--- config.mk ---
export PLATFORM = sky130hd
export DESIGN_NAME = nearest_coprime_search_unit
export DESIGN_NICKNAME = d
export VERILOG_FILES = /design/src/hdl/ncs_pkg.sv /design/src/hdl/nearest_coprime_search_unit.sv /design/src/hdl/ncs_front.sv /design/src/hdl/ncs_queue.sv /design/src/hdl/ncs_gcd.sv /design/src/hdl/ncs_search.sv
export SDC_FILE = /design/constraint.sdc
export NUM_CORES = 2
export LEC_CHECK = 0
export ABC_AREA = 1
export CAP_MARGIN = 20
export CORE_MARGIN = 2
export CORE_UTILIZATION = 60
export CTS_CLUSTER_DIAMETER = 40
export CTS_CLUSTER_SIZE = 30
export DETAILED_ROUTE_END_ITERATION = 12
export DONT_BUFFER_PORTS = 1
export GPL_ROUTABILITY_DRIVEN = 1
export GPL_TIMING_DRIVEN = 0
export MAX_ROUTING_LAYER = met4
export PLACE_DENSITY = 0.85
export SYNTH_ARGS = -nofsm -noshare
export SYNTH_HDL_FRONTEND = slang
export SYNTH_HIERARCHICAL = 1
export SYNTH_SLANG_ARGS = --single-unit
--- constraint.sdc ---
create_clock -name clk -period 6.4 [get_ports clk]
set_input_delay 1.28 -clock clk [delete_from_list [all_inputs] [get_ports clk]]
set_output_delay 1.28 -clock clk [all_outputs]
set_load 0.01 [all_outputs]
--- src/hdl/ncs_pkg.sv ---
// shared constants and control structs for the nearest coprime search unit
package ncs_pkg;

  // width of every field on the item ports
  localparam int FIELD_W = 32;

  // entries in the queue between front end and search engine
  localparam int QUEUE_DEPTH = 2;

  typedef struct packed {
    logic full;
    logic empty;
  } q_stat_t;

  typedef struct packed {
    logic busy;
    logic done;
    logic coprime;
  } gcd_stat_t;

endpackage

--- src/hdl/nearest_coprime_search_unit.sv ---
// top level of the nearest coprime search unit
//
//  channel   ports                                  handshake
//  -------   -------------------------------------  ---------------------------------
//  input     in_modulus, in_multiplier              beat when start && !busy
//  result    out_coprime_value                      beat when out_valid (one cycle)
//
// in the front end an item is captured, multiplied into the product register, then rounded into the queue
// the search engine picks each candidate, range checks it, and for an in-range candidate
// with nonzero value and modulus runs the binary gcd
// so the time per item is set by the candidates tried and the gcd loop
// the front end keeps taking items while the engine works, until the queue and both front stages are full
// reset clears the pipeline valids, queue pointers and engine state, no data
// results are never stalled: out_valid lasts exactly one cycle per result
module nearest_coprime_search_unit #(
  parameter int VALUE_BITS = 32,
  parameter int FRAC_BITS  = 32
) (
  input  logic                        clk,
  input  logic                        rst_n,
  input  logic                        start,
  output logic                        busy,
  input  logic [ncs_pkg::FIELD_W-1:0] in_modulus,
  input  logic [ncs_pkg::FIELD_W-1:0] in_multiplier,
  output logic                        out_valid,
  output logic [ncs_pkg::FIELD_W-1:0] out_coprime_value
);
  import ncs_pkg::*;

  // queue entry: round-up flag, rounded target, modulus
  localparam int JOB_W = 2 * VALUE_BITS + 1;

  q_stat_t               q_stat;
  logic                  q_push;
  logic                  q_pop;
  logic [JOB_W-1:0]      q_wdata;
  logic [JOB_W-1:0]      q_rdata;
  logic [VALUE_BITS-1:0] res_value;

  // front end: operand capture, product register, half-to-even rounding
  ncs_front #(
    .VALUE_BITS (VALUE_BITS),
    .FRAC_BITS  (FRAC_BITS)
  ) u_front (
    .clk           (clk),
    .rst_n         (rst_n),
    .start         (start),
    .busy          (busy),
    .in_modulus    (in_modulus),
    .in_multiplier (in_multiplier),
    .q_stat        (q_stat),
    .push          (q_push),
    .push_data     (q_wdata)
  );

  // decouples the stallable front end from the data-dependent search
  ncs_queue #(
    .DATA_W (JOB_W)
  ) u_queue (
    .clk       (clk),
    .rst_n     (rst_n),
    .push      (q_push),
    .push_data (q_wdata),
    .pop       (q_pop),
    .pop_data  (q_rdata),
    .stat      (q_stat)
  );

  // candidate walk with its own gcd unit
  ncs_search #(
    .VALUE_BITS (VALUE_BITS)
  ) u_search (
    .clk       (clk),
    .rst_n     (rst_n),
    .q_stat    (q_stat),
    .pop       (q_pop),
    .job       (q_rdata),
    .res_valid (out_valid),
    .res_value (res_value)
  );

  // result never exceeds a nonzero modulus; zero extension is exact while VALUE_BITS <= FIELD_W
  assign out_coprime_value = FIELD_W'(res_value);

endmodule

--- src/hdl/ncs_front.sv ---
// front end: takes items, forms n*q and rounds it half to even
module ncs_front #(
  parameter int VALUE_BITS = 32,
  parameter int FRAC_BITS  = 32
) (
  input  logic                          clk,
  input  logic                          rst_n,
  input  logic                          start,
  output logic                          busy,
  input  logic [ncs_pkg::FIELD_W-1:0]   in_modulus,
  input  logic [ncs_pkg::FIELD_W-1:0]   in_multiplier,
  input  ncs_pkg::q_stat_t              q_stat,
  output logic                          push,
  output logic [2*VALUE_BITS:0]         push_data
);
  import ncs_pkg::*;

  localparam int Q_W    = (FRAC_BITS < FIELD_W) ? FRAC_BITS : FIELD_W;
  localparam int PROD_W = VALUE_BITS + Q_W;
  localparam int WIDE_W = PROD_W + FRAC_BITS;
  localparam logic [FRAC_BITS-1:0] HALF = {1'b1, {(FRAC_BITS-1){1'b0}}};

  logic                  s1_v_r, s1_v_nxt;
  logic [VALUE_BITS-1:0] s1_n_r, s1_n_nxt;
  logic [Q_W-1:0]        s1_q_r, s1_q_nxt;
  logic                  s2_v_r, s2_v_nxt;
  logic [VALUE_BITS-1:0] s2_n_r, s2_n_nxt;
  logic [PROD_W-1:0]     s2_prod_r, s2_prod_nxt;

  logic                  accept;
  logic                  s2_load;
  logic [WIDE_W-1:0]     prod_ext;
  logic [WIDE_W-1:0]     ipart_w;
  logic [VALUE_BITS-1:0] ipart;
  logic [FRAC_BITS-1:0]  fpart;
  logic                  round_up;
  logic [VALUE_BITS-1:0] rounded;

  // stage one stalls only when the product stage is held by a full queue
  assign busy    = s1_v_r && s2_v_r && q_stat.full;
  assign accept  = start && !busy;
  assign push    = s2_v_r && !q_stat.full;
  assign s2_load = s1_v_r && (!s2_v_r || push);

  always_comb begin
    s1_v_nxt    = s1_v_r;
    s1_n_nxt    = s1_n_r;
    s1_q_nxt    = s1_q_r;
    s2_v_nxt    = s2_v_r;
    s2_n_nxt    = s2_n_r;
    s2_prod_nxt = s2_prod_r;
    if (accept) begin
      s1_v_nxt = 1'b1;
      s1_n_nxt = in_modulus[VALUE_BITS-1:0];
      s1_q_nxt = in_multiplier[Q_W-1:0];
    end else if (s2_load) begin
      s1_v_nxt = 1'b0;
    end
    if (s2_load) begin
      s2_v_nxt    = 1'b1;
      s2_n_nxt    = s1_n_r;
      s2_prod_nxt = PROD_W'(s1_n_r) * PROD_W'(s1_q_r);
    end else if (push) begin
      s2_v_nxt = 1'b0;
    end
  end

  // round half to even on the registered product
  always_comb begin
    prod_ext = WIDE_W'(s2_prod_r);
    ipart_w  = prod_ext >> FRAC_BITS;
    ipart    = ipart_w[VALUE_BITS-1:0];
    fpart    = prod_ext[FRAC_BITS-1:0];
    round_up = (fpart > HALF) || ((fpart == HALF) && ipart[0]);
    rounded  = ipart + VALUE_BITS'(round_up);
  end

  assign push_data = {round_up, rounded, s2_n_r};

  always_ff @(posedge clk) begin
    if (!rst_n) begin
      s1_v_r <= 1'b0;
      s2_v_r <= 1'b0;
    end else begin
      s1_v_r <= s1_v_nxt;
      s2_v_r <= s2_v_nxt;
    end
  end

  always_ff @(posedge clk) begin
    s1_n_r    <= s1_n_nxt;
    s1_q_r    <= s1_q_nxt;
    s2_n_r    <= s2_n_nxt;
    s2_prod_r <= s2_prod_nxt;
  end

endmodule

--- src/hdl/ncs_queue.sv ---
// short queue of rounded jobs between front end and search engine
module ncs_queue #(
  parameter int DATA_W = 65
) (
  input  logic              clk,
  input  logic              rst_n,
  input  logic              push,
  input  logic [DATA_W-1:0] push_data,
  input  logic              pop,
  output logic [DATA_W-1:0] pop_data,
  output ncs_pkg::q_stat_t  stat
);
  import ncs_pkg::*;

  localparam int PTR_W = $clog2(QUEUE_DEPTH);
  localparam int CNT_W = $clog2(QUEUE_DEPTH + 1);
  localparam logic [CNT_W-1:0] DEPTH_C = CNT_W'(QUEUE_DEPTH);

  logic [DATA_W-1:0] mem_r [QUEUE_DEPTH];
  logic [PTR_W-1:0]  wr_ptr_r, wr_ptr_nxt;
  logic [PTR_W-1:0]  rd_ptr_r, rd_ptr_nxt;
  logic [CNT_W-1:0]  cnt_r, cnt_nxt;

  assign stat.full  = (cnt_r == DEPTH_C);
  assign stat.empty = (cnt_r == '0);
  assign pop_data   = mem_r[rd_ptr_r];

  always_comb begin
    wr_ptr_nxt = push ? wr_ptr_r + PTR_W'(1) : wr_ptr_r;
    rd_ptr_nxt = pop ? rd_ptr_r + PTR_W'(1) : rd_ptr_r;
    cnt_nxt    = cnt_r + CNT_W'(push) - CNT_W'(pop);
  end

  always_ff @(posedge clk) begin
    if (!rst_n) begin
      wr_ptr_r <= '0;
      rd_ptr_r <= '0;
      cnt_r    <= '0;
    end else begin
      wr_ptr_r <= wr_ptr_nxt;
      rd_ptr_r <= rd_ptr_nxt;
      cnt_r    <= cnt_nxt;
    end
  end

  always_ff @(posedge clk) begin
    if (push) begin
      mem_r[wr_ptr_r] <= push_data;
    end
  end

  a_no_overflow: assert property (@(posedge clk) disable iff (!rst_n)
    push |-> (cnt_r != DEPTH_C) || pop)
    else $error("queue written while full");

  a_no_underflow: assert property (@(posedge clk) disable iff (!rst_n)
    pop |-> cnt_r != '0)
    else $error("queue read while empty");

endmodule

--- src/hdl/ncs_gcd.sv ---
// iterative binary gcd that tells whether two nonzero values are coprime
module ncs_gcd #(
  parameter int W = 32
) (
  input  logic               clk,
  input  logic               rst_n,
  input  logic               start,
  input  logic [W-1:0]       a,
  input  logic [W-1:0]       b,
  output ncs_pkg::gcd_stat_t stat
);
  import ncs_pkg::*;

  localparam logic [W-1:0] ONE = W'(1);

  logic [W-1:0] a_r, a_nxt;
  logic [W-1:0] b_r, b_nxt;
  logic         run_r, run_nxt;
  logic         done_r, done_nxt;
  logic         cop_r, cop_nxt;

  assign stat.busy    = run_r;
  assign stat.done    = done_r;
  assign stat.coprime = cop_r;

  // odd gcd is kept once the operands are not both even, so halving is safe
  always_comb begin
    a_nxt    = a_r;
    b_nxt    = b_r;
    run_nxt  = run_r;
    done_nxt = 1'b0;
    cop_nxt  = cop_r;
    if (start) begin
      a_nxt = a;
      b_nxt = b;
      if (!a[0] && !b[0]) begin
        done_nxt = 1'b1;
        cop_nxt  = 1'b0;
        run_nxt  = 1'b0;
      end else begin
        run_nxt = 1'b1;
      end
    end else if (run_r) begin
      if ((a_r == ONE) || (b_r == ONE)) begin
        done_nxt = 1'b1;
        cop_nxt  = 1'b1;
        run_nxt  = 1'b0;
      end else if (a_r == b_r) begin
        done_nxt = 1'b1;
        cop_nxt  = 1'b0;
        run_nxt  = 1'b0;
      end else if (!a_r[0] || !b_r[0]) begin
        if (!a_r[0]) a_nxt = a_r >> 1;
        if (!b_r[0]) b_nxt = b_r >> 1;
      end else if (a_r > b_r) begin
        a_nxt = a_r - b_r;
      end else begin
        b_nxt = b_r - a_r;
      end
    end
  end

  always_ff @(posedge clk) begin
    if (!rst_n) begin
      run_r  <= 1'b0;
      done_r <= 1'b0;
    end else begin
      run_r  <= run_nxt;
      done_r <= done_nxt;
    end
  end

  always_ff @(posedge clk) begin
    a_r   <= a_nxt;
    b_r   <= b_nxt;
    cop_r <= cop_nxt;
  end

endmodule

--- src/hdl/ncs_search.sv ---
// search engine: walks candidates outward from the rounded target
module ncs_search #(
  parameter int VALUE_BITS = 32
) (
  input  logic                  clk,
  input  logic                  rst_n,
  input  ncs_pkg::q_stat_t      q_stat,
  output logic                  pop,
  input  logic [2*VALUE_BITS:0] job,
  output logic                  res_valid,
  output logic [VALUE_BITS-1:0] res_value
);
  import ncs_pkg::*;

  localparam int CW = VALUE_BITS + 2;
  localparam logic [VALUE_BITS-1:0] V_ONE = VALUE_BITS'(1);

  typedef enum logic [1:0] {
    S_IDLE,
    S_NEXT,
    S_CHECK,
    S_WAIT
  } state_t;

  state_t                state_r, state_nxt;
  logic [VALUE_BITS-1:0] n_r, n_nxt;
  logic                  up_r, up_nxt;
  logic                  side_r, side_nxt;
  logic [CW-1:0]         cand_r, cand_nxt;
  logic [CW-1:0]         lo_r, lo_nxt;
  logic [CW-1:0]         hi_r, hi_nxt;
  logic                  out_v_r, out_v_nxt;
  logic [VALUE_BITS-1:0] res_r, res_nxt;

  logic [VALUE_BITS-1:0] job_n;
  logic [VALUE_BITS-1:0] job_r;
  logic                  job_up;
  logic [CW-1:0]         job_c;
  logic [CW-1:0]         n_ext;
  logic [VALUE_BITS-1:0] cand_low;
  logic                  out_of_range;
  logic                  take_lo;
  logic                  gcd_start;
  gcd_stat_t             gcd_st;

  assign job_n  = job[VALUE_BITS-1:0];
  assign job_r  = job[2*VALUE_BITS-1:VALUE_BITS];
  assign job_up = job[2*VALUE_BITS];
  assign job_c  = CW'(job_r);

  assign n_ext    = CW'(n_r);
  assign cand_low = cand_r[VALUE_BITS-1:0];
  // negative candidates and candidates above a nonzero modulus are skipped
  assign out_of_range = cand_r[CW-1] || ((n_r != '0) && (cand_r > n_ext));
  // rounded up: low side goes first at each distance
  assign take_lo = up_r ^ side_r;

  assign pop       = (state_r == S_IDLE) && !q_stat.empty;
  assign res_valid = out_v_r;
  assign res_value = res_r;

  ncs_gcd #(.W(VALUE_BITS)) u_gcd (
    .clk   (clk),
    .rst_n (rst_n),
    .start (gcd_start),
    .a     (cand_low),
    .b     (n_r),
    .stat  (gcd_st)
  );

  always_comb begin
    state_nxt = state_r;
    n_nxt     = n_r;
    up_nxt    = up_r;
    side_nxt  = side_r;
    cand_nxt  = cand_r;
    lo_nxt    = lo_r;
    hi_nxt    = hi_r;
    out_v_nxt = 1'b0;
    res_nxt   = res_r;
    gcd_start = 1'b0;
    case (state_r)
      S_IDLE: begin
        if (!q_stat.empty) begin
          n_nxt     = job_n;
          up_nxt    = job_up;
          side_nxt  = 1'b0;
          cand_nxt  = job_c;
          lo_nxt    = job_c - CW'(1);
          hi_nxt    = job_c + CW'(1);
          state_nxt = S_CHECK;
        end
      end
      S_NEXT: begin
        side_nxt = !side_r;
        if (take_lo) begin
          cand_nxt = lo_r;
          lo_nxt   = lo_r - CW'(1);
        end else begin
          cand_nxt = hi_r;
          hi_nxt   = hi_r + CW'(1);
        end
        state_nxt = S_CHECK;
      end
      S_CHECK: begin
        if (out_of_range) begin
          state_nxt = S_NEXT;
        end else if (n_r == '0) begin
          // gcd with zero is the value itself
          if (cand_low == V_ONE) begin
            out_v_nxt = 1'b1;
            res_nxt   = cand_low;
            state_nxt = S_IDLE;
          end else begin
            state_nxt = S_NEXT;
          end
        end else if (cand_low == '0) begin
          if (n_r == V_ONE) begin
            out_v_nxt = 1'b1;
            res_nxt   = cand_low;
            state_nxt = S_IDLE;
          end else begin
            state_nxt = S_NEXT;
          end
        end else begin
          gcd_start = 1'b1;
          state_nxt = S_WAIT;
        end
      end
      S_WAIT: begin
        if (gcd_st.done) begin
          if (gcd_st.coprime) begin
            out_v_nxt = 1'b1;
            res_nxt   = cand_low;
            state_nxt = S_IDLE;
          end else begin
            state_nxt = S_NEXT;
          end
        end
      end
      default: begin
        state_nxt = S_IDLE;
      end
    endcase
  end

  always_ff @(posedge clk) begin
    if (!rst_n) begin
      state_r <= S_IDLE;
      out_v_r <= 1'b0;
    end else begin
      state_r <= state_nxt;
      out_v_r <= out_v_nxt;
    end
    n_r    <= n_nxt;
    up_r   <= up_nxt;
    side_r <= side_nxt;
    cand_r <= cand_nxt;
    lo_r   <= lo_nxt;
    hi_r   <= hi_nxt;
    res_r  <= res_nxt;
  end

  a_single_strobe: assert property (@(posedge clk) disable iff (!rst_n)
    out_v_r |=> !out_v_r)
    else $error("result strobe held for more than one cycle");

  a_result_bound: assert property (@(posedge clk) disable iff (!rst_n)
    (out_v_r && (n_r != '0)) |-> (res_r <= n_r))
    else $error("result above modulus");

  a_gcd_idle_start: assert property (@(posedge clk) disable iff (!rst_n)
    gcd_start |-> !gcd_st.busy)
    else $error("gcd started while running");

endmodule
==> impl_results.md <==
* DRT iter0 DRCs at approximately 7700
* DP HPWL at between 200000 and 250000 um
* Max Fclk at 0.1319 GHz
* Most common cell after layout, fill and taps aside: nand2_1
* Worst Tran Pin Value at roughly 1 ns
* Clock Path Buffers at 3
* Reg clk slew, reported paths at 0.10 ns
* 1st-pass router iterations at 12
* Core area at approximately 0.11 mm^2
* Rows at 121
* Most frequent cells in the layout: nand2_1, inv_1, fa_1, edfxtp_1, nor2_1
* Worst setup EP type: flip-flop
* Total number of vias at approximately 60000
* CTS tree: yes
* First-pass GRT wire length at roughly 380000 um
* Crit Path Class: flip-flop to flip-flop
* Tcrit/Tclk final at 118.5%
* Type of origin of the critical path: flip-flop
* Setup Skew at approximately 0.057 ns
* RSZ-0062 raised after global routing: true
* Area Overhead vs Synth at 17.49%
* Worst slew margin at about a third
* Final Worst Setup Slack at -1.183 ns
* DRC Markers at 2
* Antenna Violating Nets Remaining at 0
* Vias in the first global route at a little under 60000
* # port buffers at 0
* Syn_area_per_cell at a little over 8 um^2
* Worst Path Required at a little under 7 ns
* Tmin final at ~7.6 ns
* Final WL at roughly 270000 um
* Final-layout fill cell count at between 8000 and 9000
* Synth Warn # at 6
* Max Fanout on Critical Path at 10
* CTS root buffer: clkbuf_16
* # nets final at approximately 9800
* HP Class: flip-flop to flip-flop
* Die ar. at roughly 0.11 mm^2
* Global route overflow at 0
* Hold Fails Final Rpt at 0
* IO Pins at 101
* Max Cap Viol at 0
* Pre-CTS setup slack at -2.021 ns
* Die Ht at between 300 and 400 um
* Tot GR Track Use at roughly half
* Width of the die at approximately 340 um
* Wire per inst at about 27 um
* Cell Area, Synth at between 0.06 and 0.07 mm^2
* Mapped Nets at roughly 9500
* Mapped Cells at slightly above 8000
* Pin count of the biggest net entering global routing at 66
* Via density at between 5 and 6
* Clk Latency, worst-skew pair at 0.73 ns
* Initial antenna violation count at 33
* Worst path arrival time at approximately 8.0 ns
* Starting Density at 60.48%
* Clock buffer count from CTS at 86
* Clock Sinks at 535
* GPL Wtd Cong at approximately 1.1
* Final setup vio count at between 40 and 50
* H-tree levels at 3
* Status: complete, but fails checks
* Failing checks: DRC, setup timing
* Layout cells sized above 1 at between 10% and 20%
* Number of buffers inserted by hold repair at cts at 0
* Slew Viols, Final at 0
[path summary, 6_finish.rpt]
| kind | from | end | cells after the start | slack, ns |
|---|---|---|---|---|
| worst max-delay path | u_front/s1_n_r[8]$_DFFE_PP_ | u_front/s2_prod_r[61]$_DFFE_PP_ | 24 | -1.18 |
| worst min-delay path | u_front/s2_n_r[21]$_DFFE_PP_ | u_queue/mem_r[0][21]$_DFFE_PP_ | 0 | 0.41 |
| worst max register to register | u_front/s1_n_r[8]$_DFFE_PP_ | u_front/s2_prod_r[61]$_DFFE_PP_ | 24 | -1.18 |
| worst min register to register | u_front/s2_n_r[21]$_DFFE_PP_ | u_queue/mem_r[0][21]$_DFFE_PP_ | 0 | 0.41 |
[sequential cells by signal (all words and copies together) (netlist names), 2 cells and up, named ones only]
signal              cells
u_search/state_r        2
u_front/s1_n_r         32
u_queue/cnt_r           2
u_search/u_gcd/a_r     32
u_search/hi_r          34
u_front/s2_prod_r      64
u_search/res_value     32
u_search/n_r           32
u_queue/mem_r         130
u_front/s1_q_r         32
u_front/s2_n_r         32
u_search/cand_r        34
u_search/lo_r          34
u_search/u_gcd/b_r     32
[final cells by class]
cell class	count	area (um^2)	share of cell area (%)
Sequential cell	535	15950	20.64
Clock buffer	88	2160	2.796
Antenna cell	37	92.59	0.1199
Clock inverter	74	967.2	1.252
Tap cell	1414	1769	2.291
Timing Repair Buffer	262	2836	3.672
Multi-Input combinational cell	5147	42430	54.93
Inverter	2190	8233	10.66
Buffer	272	2811	3.640
[layer usage]
metal  vias up  track usage [%]  share of wire [%]
li1      24940                -                  -
met1     28460            55.00                 33
met2      4534            70.57                 43
met3      1667            14.34                 13
met4         0            41.65                 11
met5         -                -                  0
[repair_timing]
| action | in CTS | in global routing |
|---|---|---|
| setup buffers | 136 | 88 |
| pin swaps | 177 | 157 |
| cloned | 0 | 4 |
| gates resized for setup | 730 | 486 |
| endpoints found under the setup margin | 52 | 52 |
[metrics by stage]
stage                     utilization, %  area, um^2  setup TNS [ns]  instances  hold WS, ns
after floorplan                        -       65840       -0.003972       8147       0.4215
after global placement             62.19       67610         -273.77       9561       0.4220
after detailed placement           62.82       68290          -80.14       9595       0.4296
after CTS                          69.14       75150          -20.21       9892       0.4096
after global routing               71.04       77220          -45.83      10010       0.4152
final                              71.06       77240          -46.18      10020       0.4134
[critical path, cell delays in order, from the launching register on]
cell and delay (ns):
edfxtp_1 0.39, buf_6 0.17, buf_8 0.23, nand2_1 0.38, fa_1 0.99, fa_1 0.32
inv_1 0.06, fa_1 0.49, inv_1 0.08, fa_1 0.49, inv_1 0.06, fa_1 0.48
fa_1 0.51, fa_1 0.57, fa_2 0.51, ha_4 0.38, nand2_8 0.08, nor2_4 0.17
nand2_1 0.12, nor3_2 0.19, nand2_1 0.18, nand2_4 0.18, nand2_4 0.07, nand3_2 0.07
nand2_2 0.08
Power is left out: the tool's default activity adds up to more than one toggle a clock period on the data nets, which glitch-free logic cannot reach.
